$ cat src/sft_pkg.sv
// ----------------------------------------------------------------------------
// sft_pkg
// Types, codes and the liveness rule shared by the signal freshness tracker.
// ----------------------------------------------------------------------------
package sft_pkg;

	localparam int ADDR_W = 4;

	localparam logic [15:0] FLOOR_RESET   = 16'd250;
	localparam logic [15:0] CEILING_RESET = 16'd60000;
	localparam logic [15:0] DEFAULT_RESET = 16'd1000;

	localparam logic [1:0] REG_FLOOR   = 2'd0;
	localparam logic [1:0] REG_CEILING = 2'd1;
	localparam logic [1:0] REG_DEFAULT = 2'd2;

	localparam logic [1:0] KIND_READING = 2'd0;
	localparam logic [1:0] KIND_QUERY   = 2'd1;
	localparam logic [1:0] KIND_SCAN    = 2'd2;

	localparam logic [1:0] STATUS_OK         = 2'd0;
	localparam logic [1:0] STATUS_NODE_FULL  = 2'd1;
	localparam logic [1:0] STATUS_SLOTS_FULL = 2'd2;
	localparam logic [1:0] STATUS_NOT_FOUND  = 2'd3;

	localparam logic [1:0] LIVE_OK    = 2'd0;
	localparam logic [1:0] LIVE_LATE  = 2'd1;
	localparam logic [1:0] LIVE_STALE = 2'd2;

	typedef struct packed {
		logic [1:0]         kind;
		logic [7:0]         node_id;
		logic [15:0]        subject_key;
		logic               has_value;
		logic signed [31:0] sample_value;
		logic [31:0]        now_ms;
	} in_item_t;

	typedef struct packed {
		logic [1:0]         status;
		logic [1:0]         liveness;
		logic [31:0]        mean_period;
		logic signed [31:0] history_min;
		logic signed [31:0] history_max;
		logic [6:0]         history_fill;
		logic [7:0]         overdue_total;
		logic [7:0]         stale_total;
	} out_item_t;

	typedef struct packed {
		logic [15:0] floor_ms;
		logic [15:0] ceiling_ms;
		logic [15:0] default_ms;
	} cfg_t;

	typedef enum logic [1:0] {
		OP_READING,
		OP_QUERY,
		OP_SCAN,
		OP_NONE
	} op_t;

	typedef struct packed {
		op_t      op;
		in_item_t item;
	} queue_entry_t;

	typedef enum logic [3:0] {
		ST_IDLE,
		ST_NODE,
		ST_SLOT_RD,
		ST_SLOT_CMP,
		ST_UPDATE,
		ST_RING_RD,
		ST_RING_EVAL,
		ST_WRITE,
		ST_SCAN_RD,
		ST_SCAN_EVAL,
		ST_DONE
	} state_t;

	// live / late / stale against the clamped period
	function automatic logic [1:0] judge(input logic [31:0] arrivals, input logic [31:0] period,
			input logic [31:0] last, input logic [31:0] now, input cfg_t cfg);
		logic [31:0] pw;
		logic [15:0] p;
		logic [31:0] age;
		logic [18:0] p5;
		logic [18:0] p6;
		logic [1:0]  res;
		pw = (period == 32'd0) ? {16'd0, cfg.default_ms} : period;
		if (pw < {16'd0, cfg.floor_ms}) begin
			p = cfg.floor_ms;
		end else if (pw > {16'd0, cfg.ceiling_ms}) begin
			p = cfg.ceiling_ms;
		end else begin
			p = pw[15:0];
		end
		age = now - last;
		p5  = {1'b0, p, 2'b00} + {3'd0, p};
		p6  = {1'b0, p, 2'b00} + {2'd0, p, 1'b0};
		if (arrivals == 32'd0) begin
			res = LIVE_STALE;
		end else if (age <= {14'd0, p5[18:1]}) begin
			res = LIVE_OK;
		end else if (age <= {13'd0, p6}) begin
			res = LIVE_LATE;
		end else begin
			res = LIVE_STALE;
		end
		return res;
	endfunction

endpackage

$ cat src/sft_front.sv
// ----------------------------------------------------------------------------
// sft_front
// Accepts items, tags each with its operation and holds them in a two-entry
// queue for the back end.
// ----------------------------------------------------------------------------
module sft_front (
	input  logic                  clk,
	input  logic                  arst_n,
	input  logic                  in_valid,
	output logic                  in_stall,
	input  sft_pkg::in_item_t     in_item,
	output logic                  q_valid,
	output sft_pkg::queue_entry_t q_entry,
	input  logic                  q_pop
);

	sft_pkg::queue_entry_t buf_q [2];
	logic       wr_q;
	logic       rd_q;
	logic [1:0] cnt_q;
	logic       push;
	sft_pkg::op_t op;

	always_comb begin
		unique case (in_item.kind)
			sft_pkg::KIND_READING: op = sft_pkg::OP_READING;
			sft_pkg::KIND_QUERY:   op = sft_pkg::OP_QUERY;
			sft_pkg::KIND_SCAN:    op = sft_pkg::OP_SCAN;
			default:               op = sft_pkg::OP_NONE;
		endcase
	end

	assign in_stall = (cnt_q == 2'd2);
	assign push     = in_valid && !in_stall;
	assign q_valid  = (cnt_q != 2'd0);
	assign q_entry  = buf_q[rd_q];

	always_ff @(posedge clk or negedge arst_n) begin
		if (!arst_n) begin
			wr_q  <= 1'b0;
			rd_q  <= 1'b0;
			cnt_q <= 2'd0;
		end else begin
			if (push) begin
				wr_q <= ~wr_q;
			end
			if (q_pop) begin
				rd_q <= ~rd_q;
			end
			cnt_q <= cnt_q + {1'b0, push} - {1'b0, q_pop};
		end
	end

	always_ff @(posedge clk) begin
		if (push) begin
			buf_q[wr_q] <= '{op: op, item: in_item};
		end
	end

endmodule

$ cat config.mk
export PLATFORM = sky130hd
export DESIGN_NAME = sft_front
export DESIGN_NICKNAME = d
export VERILOG_FILES = /design/src/sft_pkg.sv /design/src/sft_front.sv
export SDC_FILE = /design/constraint.sdc
export NUM_CORES = 1
export LEC_CHECK = 0
export BUFFER_PORTS_ARGS = -buffer_cell sky130_fd_sc_hd__clkbuf_2
export CAP_MARGIN = 15
export CORE_UTILIZATION = 45
export CTS_CLUSTER_DIAMETER = 120
export DETAILED_ROUTE_END_ITERATION = 8
export PLACE_DENSITY = 0.71
export RECOVER_POWER = 25
export SYNTH_ARGS = -nofsm -noshare
export SYNTH_HDL_FRONTEND = slang
export SYNTH_SLANG_ARGS = --single-unit
export TNS_END_PERCENT = 1
$ cat constraint.sdc
create_clock -name clk -period 6.49 [get_ports clk]
set_input_delay 1.298 -clock clk [delete_from_list [all_inputs] [get_ports clk]]
set_output_delay 1.298 -clock clk [all_outputs]
set_load 0.05 [all_outputs]
Yosys cells after proc, flatten, opt, wreduce, memory -nomap -nowiden
Memory sizes are Yosys's and may differ from the RTL's.
Index checks and enable logic that the tools add are counted.
{ "classes": {"mux": 3, "bitwise_logic": 2, "n_reduce_logical": 4, "eq_ne": 3, "addsub": 2} }
{ "ops": {"columns": ["operator", "count"], "rows": [
  ["$pmux W2 S3", 1],
  ["$eq A2 B2 Y1 const B", 2],
  ["$add A2 B1 Y2", 1],
  ["$eq A2 B1 Y1 const B", 1],
  ["$logic_not A2 Y1", 1],
  ["$mux W1", 2],
  ["$not A1 Y1", 2],
  ["$reduce_bool A2 Y1", 1],
  ["$sub A2 B1 Y2", 1],
  ["$logic_and A1 B1 Y1", 1],
  ["$logic_not A1 Y1", 1]
]} }
{ "word_totals": {"elab_cells": 18, "memories": 1, "regBits": 4, "ramBits": 186, "in_bits": 95, "out_inout_bits": 95} }
{ "mem_list": {"columns": ["memory", "depth", "width", "rd", "rd_ports_with_merged_regs", "write_ports", "line_no", "text"], "rows": [
  ["buf_q", 2, 93, 1, 0, 1, "sft_front.sv:17", "sft_pkg::queue_entry_t buf_q [2];"]
]} }

Logic depth before layout (Yosys ltp)
Gate-level depths: netlist of run 1.
{ "logic_depth": {"word_depth": 5, "ltp_mapped": 7, "ltp_nobuf": 7} }

Worst setup path before layout of run 1
Ideal clock, no wire load.
{ "synth_path": {"kind": "input to register", "startpoint": "input in_valid", "endpoint": "memory buf_q[0][0] (netlist bit) (enable)", "t_required_ns": 5.945, "setup_slack_ns": 0.680, "stages": 2, "t_arrival_ns": 5.265, "n_path_buf": 0, "setup_time_ns": 0.545, "cell_sequence": "nand2_1 > nor2_1"} }
{ "synth_between": {"elab_chain_len": 3} }
{ "synth_lines": {"columns": ["item", "line_no", "text"], "rows": [
  ["start, declared", "sft_front.sv:9", "input logic in_valid,"],
  ["$logic_and A1 B1 Y1", "sft_front.sv:34", "assign push = in_valid && !in_stall;"],
  ["$mux W1", "sft_front.sv:55", "if (push) begin"],
  ["$mux W1 (implied by the code)", "sft_front.sv:56", "buf_q[wr_q] <= '{op: op, item: in_item};"],
  ["end, declared", "sft_front.sv:17", null]
]} }
No other way between the ends.

==> impl_metrics.json, run 1 <==
{
  "avgRoutedWirePerCell_microns": 17.4,
  "firstDrtPassIters": 6,
  "route.detailed.drc": 0,
  "cts_tree": "done",
  "fp.dieH_microns": 126,
  "totalWireLength_microns": 12200,
  "worstPathRequired_ns": 5.19,
  "p_per_area_nw_per_um2": 542,
  "floorplan.initialDensity": 0.469,
  "postCtsSetupRepairBufs": 0,
  "clk_latency_ns": 0.42,
  "track_usage": 0.158,
  "antenna_left": 0,
  "synth_simple_gate_area_frac": 0.00379,
  "dieArea_sq_um": 15900,
  "cts-root-buf": "clkbuf_16",
  "ys_seq_area_frac": 0.821,
  "netlist_area_sq_um": 6920,
  "max_slew_margin": 0.504,
  "grt-ovfl-total": 0,
  "portBuffers": 189,
  "hold_class": "flip-flop to flip-flop",
  "flow.area_growth_from_synthesis_pct": 23.6,
  "ys_warn_count": 0,
  "synth-xor-area-share": 0.00506,
  "slew_viol_final": 0,
  "post_drt_via_cell_ratio": 5.01,
  "clock.fmax_ghz": 0.257,
  "syn_inst": 308,
  "status": "finished clean",
  "post-route-period-util": 0.600,
  "dpl.hpwl_microns": 7970,
  "synthMostInstantiatedCell": "edfxtp_1",
  "rsz0062_at_grt": "no",
  "cts_buffers": 17,
  "ir_worst_vdd_uv": 296,
  "cts_buffer_depth": 2,
  "synth_fa_ha_area_frac": 0.00361,
  "p_leak_nw": 3.15,
  "clkSinkCount": 190,
  "synthTopCellsByCount": "edfxtp_1 (186), mux2_2 (93), buf_6 (6)",
  "synth_ff_type": "edfxtp_1",
  "rows": 44,
  "cp-start-kind": "flip-flop",
  "yosys.area.top_type_share": 0.807,
  "drv_cap": 0,
  "layout-drive-gt1-share": 0.535,
  "ys_types": 16,
  "syn_area_per_cell_sq_um": 22.5,
  "grt_start_max_net_pins": 57,
  "cts.clk_slew.worst_paths_ns": 0.06,
  "seq_area_sq_um": 5690,
  "critPathMaxFanout": 56,
  "ctsResizeCount": 0,
  "setup_viol": 0,
  "end_kind": "primary output",
  "final_hold_viol_count": 0,
  "yosysTopAreaCell": "edfxtp_1",
  "setup_tns_ns": 0,
  "diodes": 0,
  "cts_hold_buf": 0,
  "vias": 3529,
  "synthesis.nets": 405,
  "crit_type": "flip-flop to primary output",
  "fin_nets": 605,
  "grt_pass1_vias": 3601,
  "worst_slew_pin_slew_ns": 0.744,
  "synthMuxAreaShare": 0.151,
  "ios": 190,
  "synth_top_family_by_area": "multiplexers",
  "synth-async-reset-ratio": 0.0211,
  "htreeDepth": 4,
  "fill_cells": 1144,
  "multi_input_area_sq_um": 1150,
  "worst_clock_skew_ns": 0.00796,
  "grt_pass1_wl_microns": 18600,
  "layout_min_cycle_time_ns": 3.89,
  "synth_edf_count": 186,
  "synth-compound-area-share": 0,
  "gp_congestion": 0.700,
  "coreArea_sq_um": 14800,
  "die_w_microns": 126,
  "ys_seq_elements": 190,
  "worstPathArrival_ns": 2.60,
  "ys_top_cells_by_area": "edfxtp_1 (81%), mux2_2 (15%), dfrtp_1 (1.4%)",
  "stdcell_area_sq_um": 8560,
  "antenna_found_initial": 0,
  "dpl-instance-area_sq_um": 8050,
  "drtIter0Drc": 218
}
## routing by layer
| layer | global-route usage | wire, microns | up-vias |
|---|---|---|---|
| met4 | 0.0744 | 227 | 0 |
| met3 | 0.0523 | 844 | 18 |
| met1 | 0.187 | 5210 | 1749 |
| li1 | - | - | 1617 |
| met5 | 0 | 0 | - |
| met2 | 0.261 | 5960 | 145 |
## state kept, by name, summed over array words and instances (netlist names)
name   cells
wr_q       1
buf_q    186
cnt_q      2
rd_q       1
## cells by family (layout without fill, tap and decap cells)
| logic type | Yosys count | after routing |
|---|---|---|
| XOR/XNOR | 4 | 4 |
| multiplexers | 93 | 93 |
| adder cells (fa/ha/maj) | 2 | 2 |
| buffers and inverters | 14 | 226 |
| flip-flops | 190 | 190 |
| AND/OR/NAND/NOR | 5 | 5 |
## worst max-delay path, stage by stage (launching register included)
cell and delay [ns]:
dfrtp_4 0.76, buf_4 0.66, mux2_2 0.43, clkbuf_2 0.24
## through the flow
step	setup slack, ns	instances	total power (W)	hold WS (ns)	utilization
6_report	2.60	704	0.00464	0.534	0.580
5_1_grt	2.46	704	0.00482	0.573	0.580
4_1_cts	2.55	704	0.00470	0.546	0.583
3_5_place_dp	3.02	673	0.00371	0.518	0.546
3_3_place_gp	3.03	673	0.00368	0.497	0.546
2_1_floorplan	0.680	308	0.00335	0.460	-
## worst paths after layout
path | from | endpoint | slack (ns) | cells after the start
setup / recovery | rd_q$_DFFE_PN0P_ | q_entry[31] | 2.60 | 3
hold / removal | cnt_q[0]$_DFF_PN0_ | cnt_q[0]$_DFF_PN0_ | 0.53 | 1
setup reg to reg | cnt_q[1]$_DFF_PN0_ | buf_q[1][82]$_DFFE_PP_ | 4.29 | 3
hold reg to reg | cnt_q[0]$_DFF_PN0_ | cnt_q[0]$_DFF_PN0_ | 0.53 | 1
max in group asynchronous | arst_n | rd_q$_DFFE_PN0P_ | 5.59 | 1
min in group asynchronous | arst_n | wr_q$_DFFE_PN0P_ | 0.69 | 1
## cell usage in the layout, fill, tap and decap left out
cell,count
bufinv_16,2
ha_1,2
clkbuf_1,40
dfrtp_1,3
nor2_4,1
buf_4,4
inv_1,2
clkinvlp_4,2
clkbuf_2,151
xnor2_1,3
clkinv_4,3
edfxtp_1,186
xor2_1,1
nand2_1,1
clkinv_1,3
and3_4,1
clkbuf_16,17
clkinv_2,2
mux2_2,93
or2_2,1
nand2b_1,1
dfrtp_4,1
## cell type report
cell class	count	share of cell area
clock buffer	19	0.0506
clock inverter	12	0.0143
inverter	2	0.000877
multi-input combinational	104	0.134
sequential	190	0.665
tap	184	0.0269
timing repair buffer	193	0.108
## power by group
| part | switching (W) | internal [W] |
|---|---|---|
| combinational | 0.00138 | 0.000490 |
| clock | 0.000416 | 0.000561 |
| sequential | 0.000109 | 0.00168 |
Note: power is estimated with default switching activity, not from simulation.
==> run 2, diff against run 1 <==
--- a/config.mk
+++ b/config.mk
@@ -10,7 +10,7 @@
 export CORE_UTILIZATION = 45
 export CTS_CLUSTER_DIAMETER = 120
 export DETAILED_ROUTE_END_ITERATION = 8
-export PLACE_DENSITY = 0.71
+export PLACE_DENSITY = 0.74
 export RECOVER_POWER = 25
 export SYNTH_ARGS = -nofsm -noshare
 export SYNTH_HDL_FRONTEND = slang
==> constraint.sdc (replaced) <==
create_clock -name clk -period 3.5 [get_ports clk]
set_input_delay 0.7 -clock clk [delete_from_list [all_inputs] [get_ports clk]]
set_output_delay 0.7 -clock clk [all_outputs]
set_load 0.05 [all_outputs]
==> run 2 against run 1 <==
Cell area is 0.77% higher. Non-clock buffer count grew 1. Sequential share of layout area down 0.51 points. Largest power group unchanged. Clock skew is 0.0027 ns higher. Largest cell class unchanged. Highest routed layer unchanged.
==> impl_metrics.json, run 2 (same netlist as run 1, synthesis figures left out) <==
{
  "setup_tns_ns": 0,
  "whs_ns": 0.108,
  "dp_cells": 674,
  "dpl.hpwl_microns": 8100,
  "clkSinkCount": 190,
  "cts_hold_buf": 0,
  "clock.fmax_ghz": 0.353,
  "hold_class": "input port to asynchronous set/reset pin",
  "largest_reg_flops": 186,
  "grt_pass1_vias": 3690,
  "cts.clk_slew.worst_paths_ns": 0.06,
  "drv_cap": 0,
  "end_kind": "primary output",
  "route.detailed.drc": 0,
  "grt_start_max_net_pins": 53,
  "grt_pass1_wl_microns": 18500,
  "post-route-period-util": 0.809,
  "drtIter0Drc": 164,
  "cp_cell_sequence": "buf_4 > mux2_2 > clkbuf_2",
  "worst_clock_skew_ns": 0.0107,
  "worst_slew_pin_slew_ns": 0.714,
  "slew_viol_final": 0,
  "top_register": "buf_q",
  "cts_buffer_depth": 2,
  "totalWireLength_microns": 11900,
  "worstPathRequired_ns": 2.80,
  "clk_latency_ns": 0.41,
  "coreArea_sq_um": 14800,
  "max_slew_margin": 0.523,
  "slowest_delay_ns": 0.71,
  "dpl-instance-area_sq_um": 8110,
  "post_drt_via_cell_ratio": 4.92,
  "p_per_area_nw_per_um2": 1000,
  "ios": 190,
  "layout_commonest_cell": "edfxtp_1",
  "status": "finished clean",
  "flow.area_growth_from_synthesis_pct": 24.5,
  "floorplan.initialDensity": 0.469,
  "largestRegisters": "buf_q: 186 flops, cnt_q: 2 flops",
  "track_usage": 0.157,
  "postCtsSetupRepairBufs": 0,
  "layout-drive-gt1-share": 0.545,
  "cpMaxStageDelayCell": "dfrtp_4",
  "dieArea_sq_um": 15900,
  "cts_buffers": 17,
  "worstPathArrival_ns": 2.13,
  "layout_min_cycle_time_ns": 2.83,
  "ctsResizeCount": 0,
  "rr_worst_depth": 4,
  "cp-start-kind": "flip-flop",
  "rsz0062_at_grt": "no",
  "layout_common_cells": "edfxtp_1 (186), clkbuf_2 (156), mux2_2 (93)",
  "htreeDepth": 4,
  "final_hold_viol_count": 0,
  "stdcell_count": 706,
  "antenna_found_initial": 1,
  "vias": 3473,
  "antenna_left": 0,
  "cts-root-buf": "clkbuf_16",
  "fp.dieH_microns": 126,
  "gp_congestion": 0.758,
  "fin_nets": 606,
  "die_w_microns": 126,
  "stdcell_area_sq_um": 8620,
  "p_leak_nw": 3.18,
  "avgRoutedWirePerCell_microns": 16.9,
  "crit_family": "flip-flops",
  "portBuffers": 189,
  "cts_tree": "done",
  "path_depth": 3,
  "setup_viol": 0,
  "crit_type": "flip-flop to primary output",
  "critPathMaxFanout": 32,
  "ir_worst_vdd_uv": 683,
  "path_buf_inv": 2,
  "rows": 44,
  "grt-ovfl-total": 0,
  "firstDrtPassIters": 4
}
run 2: cell types whose count changed in the layout (fill, tap and decap cells not counted), sizes merged:
| cell | previous run | this run |
|---|---|---|
| buf | 4 | 6 |
| clkinv | 8 | 6 |
| inv | 2 | 3 |
| diode | 0 | 1 |
run 2: worst paths after layout:
path                                     from                      to  slack [ns]
max                          rd_q$_DFFE_PN0P_             q_entry[49]        0.67
min                                    arst_n        wr_q$_DFFE_PN0P_        0.11
max reg2reg                cnt_q[0]$_DFF_PN0_  buf_q[0][73]$_DFFE_PP_        1.58
min reg2reg                cnt_q[0]$_DFF_PN0_      cnt_q[0]$_DFF_PN0_        0.56
max in group asynchronous              arst_n        rd_q$_DFFE_PN0P_        3.17
min in group clk                  in_item[24]  buf_q[0][24]$_DFFE_PP_        0.47
run 2: layer usage:
| metal | vias to the layer above | share of wire | track usage |
|---|---|---|---|
| met5 | - | 0 | 0 |
| met3 | 9 | 0.092 | 0.0718 |
| li1 | 1619 | - | - |
| met4 | 0 | 0.011 | 0.0574 |
| met1 | 1707 | 0.40 | 0.178 |
| met2 | 138 | 0.50 | 0.262 |
run 2: power breakdown:
| group | total, W | switching (W) | internal (W) |
|---|---|---|---|
| Combinational | 0.00354 | 0.00258 | 0.000964 |
| Clock | 0.00180 | 0.000753 | 0.00104 |
| Sequential | 0.00330 | 0.000192 | 0.00311 |
run 2: cell type report:
type	instances	area, sq um
antenna	1	2.50
clock buffer	20	437
clock inverter	11	119
fill	1146	6130
inverter	2	7.51
multi-input combinational	104	1150
sequential	190	5690
tap	184	230
timing repair buffer	194	992
run 2: per-stage QoR:
| step | util | worst slack (ns) | power [W] |
|---|---|---|---|
| detailed placement | 0.549 | 1.10 | 0.00694 |
| CTS | 0.587 | 0.635 | 0.00876 |
| global route | 0.584 | 0.560 | 0.00899 |
| global placement | 0.549 | 1.11 | 0.00688 |
| floorplan | - | 0.129 | 0.00619 |
| finish | 0.584 | 0.670 | 0.00864 |
